[src/rtl/core/set_assoc_lru_cache_tag_policy_core_assert.svh]
// Assertion macros for the cache tag policy core.
`ifndef SET_ASSOC_LRU_CACHE_TAG_POLICY_CORE_ASSERT_SVH
`define SET_ASSOC_LRU_CACHE_TAG_POLICY_CORE_ASSERT_SVH
`ifndef ASSERT_OFF
`define SALC_ASSERT_CLK(label, ck, rs, prop, msg) \
  label: assert property (@(posedge ck) disable iff (rs) prop) else $error(msg);
`define SALC_ASSERT(label, prop, msg) \
  `SALC_ASSERT_CLK(label, clk, rst, prop, msg)
`else
`define SALC_ASSERT_CLK(label, ck, rs, prop, msg)
`define SALC_ASSERT(label, prop, msg)
`endif
`endif

[src/rtl/core/salc_ram.sv]
// ----------------------------------------------------------------------------
// salc_ram
// Generic simple dual-port RAM: one write port, one registered read port.
// ----------------------------------------------------------------------------
`default_nettype none
module salc_ram #(
  parameter int WIDTH = 8,
  parameter int DEPTH = 16
) (
  input  wire logic                     clk,
  input  wire logic                     we,
  input  wire logic [$clog2(DEPTH)-1:0] waddr,
  input  wire logic [WIDTH-1:0]         wdata,
  input  wire logic [$clog2(DEPTH)-1:0] raddr,
  output logic      [WIDTH-1:0]         rdata
);
  logic [WIDTH-1:0] mem [DEPTH];

  always_ff @(posedge clk) begin
    if (we) begin
      mem[waddr] <= wdata;
    end
    rdata <= mem[raddr];
  end
endmodule
`default_nettype wire

[config.mk]
export PLATFORM = sky130hd
export DESIGN_NAME = salc_ram
export DESIGN_NICKNAME = d
export VERILOG_FILES = /design/src/rtl/core/set_assoc_lru_cache_tag_policy_core_assert.svh /design/src/rtl/core/salc_ram.sv
export SDC_FILE = /design/constraint.sdc
export NUM_CORES = 1
export LEC_CHECK = 0
export ABC_AREA = 1
export ABC_CLOCK_PERIOD_IN_PS = 3500
export BUFFER_PORTS_ARGS = -buffer_cell sky130_fd_sc_hd__clkbuf_2
export CAP_MARGIN = 20
export CORE_ASPECT_RATIO = 0.8
export CORE_MARGIN = 2
export CORE_UTILIZATION = 45
export CTS_CLUSTER_SIZE = 40
export DETAILED_ROUTE_END_ITERATION = 7
export REMOVE_ABC_BUFFERS = 1
export SYNTH_ARGS = -nofsm -noshare
export SYNTH_HDL_FRONTEND = slang
export SYNTH_SLANG_ARGS = --single-unit
[constraint.sdc]
create_clock -name clk -period 3.5 [get_ports clk]
set_clock_uncertainty 0.2 [all_clocks]
set_input_delay 0.525 -clock clk [delete_from_list [all_inputs] [get_ports clk]]
set_output_delay 0.525 -clock clk [all_outputs]
set_load 0.05 [all_outputs]
==> results of run 1 <==
[final cells by class]
type                    count  area [µm²]  area share [%]
inverters                 102         383            5.85
clock inverters            13         135            2.07
clock buffers              19         433            6.62
flip-flops and latches    136        4000            61.2
multi-input cells         289        1210            18.6
repair buffers             28         160            2.45
well taps                 171         214            3.27
[worst min path at each step]
| stage | from | end | slack, ps | cells past startpoint |
|---|---|---|---|---|
| after global placement | mem[10][5]$_DFFE_PP_ | rdata[5]$_DFF_P_ | 460 | 6 |
| final | raddr[3] | rdata[0]$_DFF_P_ | 300 | 3 |
| after global routing | raddr[3] | rdata[4]$_DFF_P_ | 310 | 3 |
| after detailed placement | mem[10][0]$_DFFE_PP_ | rdata[0]$_DFF_P_ | 460 | 6 |
| after floorplan | mem[10][0]$_DFFE_PP_ | rdata[0]$_DFF_P_ | 410 | 6 |
| after CTS | raddr[3] | rdata[2]$_DFF_P_ | 280 | 3 |
[cells by family (layout without fill, tap and decap cells)]
| logic type | count (synthesis) | after routing | share of synthesized area (%) |
|---|---|---|---|
| and+or+nand+nor | 289 | 289 | 21.0 |
| buffers and inverters | 126 | 162 | 9.52 |
| DFF | 136 | 136 | 69.4 |
[where the power goes]
part           internal, mW  switching, mW  leakage, nW
Clock                  1.10          0.624        0.276
Combinational        0.0591          0.192         1.31
Sequential             1.82         0.0109         1.22
[flip-flops by register name, summed over array words and instances (netlist names)]
signal and cells:
mem 128, rdata 8
[metrics by stage]
stage | power, mW | hold WS [ps] | std cells
detailed placement | 2.12 | 456 | 726
global placement | 2.11 | 461 | 726
CTS | 3.83 | 283 | 758
floorplan | 2.00 | 407 | 527
finish | 3.81 | 296 | 758
global route | 3.93 | 308 | 758
[placed cells by master (no fill, tap or decap)]
cell type and count:
nand2_1 173, edfxtp_1 128, inv_1 100, nand3_1 97
clkbuf_2 25, nor2_1 17, clkbuf_16 17, dfxtp_1 8
clkinv_1 6, bufinv_16 3, clkinv_2 3, inv_2 2
nand3b_1 2, clkbuf_1 2, buf_4 2, clkinvlp_4 1
buf_12 1
[metal layers]
metal  up-vias  wire length (µm)  GRT usage (%)
met4         0               142           6.23
li1       1823                 -              -
met1      1720              6390           31.5
met3        14               905           6.29
met2       134              5420           26.9
met5         -                 0              0
==> run_results.csv, run 1 <==
group,metric,value,unit
synthesis,synth.area.top_cells,"edfxtp_1 67%, nand2_1 11%, nand3_1 8.4%",
sta,fin_tns_setup,0,ps
sta,final.period_utilization,51.1,%
cts,clock_sinks,136,
route,avgViaCountPerCell,4.87,
floorplanning,die_h,105,µm
worst_setup_path,path_class,"register to output port",
worst_setup_path,crit_required,2770,ps
placement,place_ws,1300,ps
worst_setup_path,crit_chain,"clkbuf_2",
placement,dpl-instance-area,0.00597,mm²
placement,place.gp.congestion,0.813,
layout,area.growth.synth_to_final,13.5,%
cts,cts_buffer_depth,2,
floorplanning,core.rowCount,36,
worst_setup_path,endpoint_kind,"output port",
grt,grt_max_degree,65,
worst_hold_path,hold_path_class,"input port to register",
sta,final_hold_viol_count,0,
run_status,status,"finished, final reports clean",
worst_setup_path,r2r_start,"mem[7][4]$_DFFE_PP_",
route,post_drt_wl_per_cell,17.0,µm
synthesis,synth_flop_cell,"edfxtp_1",
worst_setup_path,r2r_cells,6,
cts,tritoncts,"done",
worst_setup_path,r2r_setup_slack,2240,ps
synthesis,yosysUniqueCellTypes,12,
worst_setup_path,arrival,1060,ps
synthesis,async_flop_share,0,%
cts,clk_latency,410,ps
grt,grt_first_pass_wirelength,20.1,mm
synthesis,synth_most_common_cell,"nand2_1",
layout,nets,592,
grt,grt_pass1_vias,3490,
layout,layout-drive-gt1-share,9.20,%
worst_setup_path,cp-start-kind,"register",
power_and_ir_drop,powerDensity,582,mW/mm²
route,dr.pass1.iters,4,
power_and_ir_drop,power.leakage,2.81,nW
worst_setup_path,critical-path-top-delay-family,"flip-flops",
cts,htree_num_levels,4,
route,ant_nets,0,
cts,cts_resized,0,
sta,fin_ws,1710,ps
worst_setup_path,cp_num_cells,1,
cts,cts_root_buf,"clkbuf_16",
grt,grt_use_total,20.2,%
synthesis,synth-seq-cells,136,
worst_setup_path,r2r-end,"rdata[4]$_DFF_P_",
layout,nFillCells,1096,
synthesis,synth-edff-count,128,
sta,setup_viol,0,
floorplanning,dieWidth,131,µm
floorplanning,initial_core_util,46.7,%
cts,clk_pin_slew_worst_paths,50,ps
cts,numCtsBuffers,17,
cts,hold_buffers,0,
synthesis,avgSynthCellArea,10.5,µm²
power_and_ir_drop,irDropWorstVdd,0.585,mV
grt,grt_overflow,0,
synthesis,synth_top_cell_area_share,66.7,%
route,via_count,3691,
worst_setup_path,critPathMaxFanout,1,
synthesis,seq_area_frac_synth,69.4,%
layout,fin_util,53.0,%
worst_setup_path,critPathBufInv,1,
synthesis,synth_top_area_cell,"edfxtp_1",
placement,io_buffer_count,25,
job,cap_violations,0,
layout,design_area,0.00654,mm²
cts,cts_setup_buffers,0,
route,drc,0,
floorplanning,io_pins,26,
worst_setup_path,cpMaxStageDelayCell,"dfxtp_1",
synthesis,syn_inst,551,
worst_setup_path,max_stage_delay,360,ps
route,drt-total-wl,12.9,mm
sta,max_freq,559,MHz
sta,timing.final.crit_period,1790,ps
worst_setup_path,worstSetupStartpoint,"rdata[0]$_DFF_P_",
synthesis,yosys_warnings,0,
synthesis,synth_common_cells,"173 x nand2_1, 128 x edfxtp_1, 100 x inv_1",
placement,post-dp-hpwl,7.79,mm
sta,rsz0062_at_grt,"false",
layout,num_antenna_cells,0,
floorplanning,coreArea,0.0123,mm²
worst_setup_path,endpoint,"rdata[0]",
synthesis,syn_area,0.00577,mm²
route,drt_iter0_drc,525,
floorplanning,die_area,0.0137,mm²
sta,slew_violations,0,
sta,tightest_slew,822,ps
grt,antenna_found_initial,0,
sta,relSlewSlack,45.0,%
No activity file was read; power rests on OpenSTA's default activity.
==> inputs of run 2 (changes only) <==
Settings changed: ABC_CLOCK_PERIOD_IN_PS 3500 to 1850.
Clock period 3.5 ns to 1.85 ns, I/O delays scaled along.
==> run 2 against run 1 <==
First-iteration DRC count fell by 16%. Sequential share of layout area decreased by 2.0 points. Critical path depth is the same. Routed wire length grew 5.0%. Design area is 3.4% higher. Critical path type unchanged. Die area unchanged.
==> run_results.csv, run 2 (synthesis results as in run 1) <==
group,metric,value,unit
sta,tightest_slew,447,ps
layout,nFillCells,1088,
power_and_ir_drop,powerDensity,1100,mW/mm²
worst_setup_path,endpoint_kind,"output port",
sta,rsz0062_at_grt,"false",
route,post_drt_wl_per_cell,17.3,µm
worst_setup_path,r2r_start,"mem[12][4]$_DFFE_PP_",
worst_setup_path,critPathMaxFanout,1,
grt,grt_first_pass_wirelength,20.4,mm
layout,area.growth.synth_to_final,17.4,%
layout,largest_reg_flops,128,
cts,cts_setup_buffers,0,
worst_setup_path,cpMaxStageDelayCell,"dfxtp_1",
worst_setup_path,crit_required,1370,ps
worst_setup_path,arrival,1090,ps
cts,cts_resized,0,
placement,io_buffer_count,25,
layout,num_antenna_cells,0,
route,wl_met3,1.02,mm
worst_setup_path,critPathBufInv,1,
route,via_count,3902,
grt,grt_overflow,0,
route,met2_length,5.76,mm
power_and_ir_drop,clock_power_share,46.7,%
cts,htree_num_levels,4,
worst_setup_path,r2r_setup_slack,620,ps
worst_setup_path,crit_chain,"clkbuf_2",
power_and_ir_drop,power.switching,1.64,mW
worst_hold_path,hold_path_class,"input port to register",
floorplanning,coreArea,0.0123,mm²
placement,place.gp.congestion,0.814,
floorplanning,initial_core_util,46.7,%
route,drt-total-wl,13.5,mm
worst_setup_path,cp_num_cells,1,
route,wl_met1,6.59,mm
route,ant_nets,0,
layout,final_cell_mix,"173 x nand2_1, 128 x edfxtp_1, 100 x inv_1",
worst_setup_path,max_stage_delay,380,ps
sta,timing.hold.ws,61.7,ps
sta,setup_viol,0,
cts,clock_sinks,136,
layout,layout.cells.most_common,"nand2_1",
floorplanning,dieWidth,131,µm
power_and_ir_drop,p_sw_share,22.0,%
placement,post-dp-hpwl,8.36,mm
worst_setup_path,worstSetupStartpoint,"rdata[1]$_DFF_P_",
worst_setup_path,cp-start-kind,"register",
grt,antenna_found_initial,0,
power_and_ir_drop,pwr-share-comb,6.7,%
route,avgViaCountPerCell,5.00,
worst_setup_path,path_class,"register to output port",
sta,slew_violations,0,
cts,clk_pin_slew_worst_paths,60,ps
cts,cts_buffer_depth,2,
cts,hold_buffers,0,
route,routed.top_layer,"met4",
worst_setup_path,critical-path-top-delay-family,"flip-flops",
route,dr.pass1.iters,5,
floorplanning,die_area,0.0137,mm²
cts,cts_root_buf,"clkbuf_16",
grt,grt_pass1_vias,3496,
layout,top_regs,"mem x128, rdata x8",
floorplanning,die_h,105,µm
grt,grt_use_total,20.9,%
layout,layout-drive-gt1-share,13.6,%
floorplanning,io_pins,26,
grt,grt_max_degree,65,
worst_setup_path,endpoint,"rdata[1]",
worst_setup_path,r2r_cells,6,
power_and_ir_drop,internal-power,5.80,mW
route,drc,0,
sta,final_hold_viol_count,0,
sta,final.period_utilization,84.8,%
layout,nets,614,
sta,relSlewSlack,70.2,%
job,cap_violations,0,
power_and_ir_drop,irDropWorstVdd,0.828,mV
route,drt_iter0_drc,440,
floorplanning,core.rowCount,36,
power_and_ir_drop,power.leakage,2.95,nW
sta,fin_tns_setup,0,ps
cts,clk_latency,420,ps
run_status,status,"finished, final reports clean",
layout,top_register,"mem",
cts,tritoncts,"done",
sta,max_freq,638,MHz
worst_setup_path,r2r-end,"rdata[4]$_DFF_P_",
power_and_ir_drop,seqPwrFrac,46.6,%
sta,timing.final.crit_period,1570,ps
cts,numCtsBuffers,17,
run 2: changes by cell type in the layout (fill, tap and decap cells not counted), sizes merged:
cell | before | now
buf | 3 | 25
clkinv | 9 | 4
clkbuf | 44 | 46
clkinvlp | 1 | 3
inv | 102 | 103
run 2: power groups by stage:
| stage | clock network (mW) | registers [mW] | logic (mW) |
|---|---|---|---|
| final | 3.47 | 3.47 | 0.498 |
| after global routing | 3.64 | 3.47 | 0.546 |
| after CTS | 3.51 | 3.47 | 0.499 |
| after detailed placement | 0 | 3.53 | 0.497 |
| after global placement | 0 | 3.53 | 0.490 |
| after floorplan | 0 | 3.60 | 0.186 |
run 2: worst register-to-register path: stages (launching register included):
cell,delay [ps]
edfxtp_1,380
inv_1,80
nand2_1,50
nand3_1,80
nand3_1,170
nand3_1,120
nand2_1,50
run 2: per-stage QoR:
stage	instances	power [mW]	utilization, %	worst slack [ps]	area (µm²)
after global placement	748	4.02	49.8	274	6150
final	780	7.44	54.8	281	6770
after CTS	780	7.48	54.8	256	6770
after global routing	780	7.66	54.8	248	6770
after floorplan	527	3.78	-	392	5600
after detailed placement	748	4.03	49.8	241	6150
run 2: worst min path at each step:
stage                               startpoint             endpoint  slack (ps)  cells after the start
after detailed placement  mem[10][6]$_DFFE_PP_     rdata[6]$_DFF_P_         460                      6
after global placement    mem[10][6]$_DFFE_PP_     rdata[6]$_DFF_P_         440                      6
final                                 raddr[3]     rdata[6]$_DFF_P_          60                      3
after global routing                  raddr[3]     rdata[3]$_DFF_P_          60                      3
after floorplan                       wdata[0]  mem[0][0]$_DFFE_PP_         180                      0
after CTS                             raddr[3]     rdata[0]$_DFF_P_          60                      3
run 2: area by class of cell:
type	count	area [µm²]	share of cell area, %
clock buffer	21	470	6.95
clock inverter	11	145	2.14
inverter	102	383	5.66
multi-input combinational	289	1210	17.9
sequential	136	4000	59.2
tap	171	214	3.16
timing repair buffer	50	338	4.99
run 2: routing by layer:
metal / global-route usage, % / vias to the layer above
met5: 0 / -
met3: 4.62 / 10
met4: 7.22 / 0
met2: 28.1 / 147
li1: - / 1867
met1: 33.1 / 1878
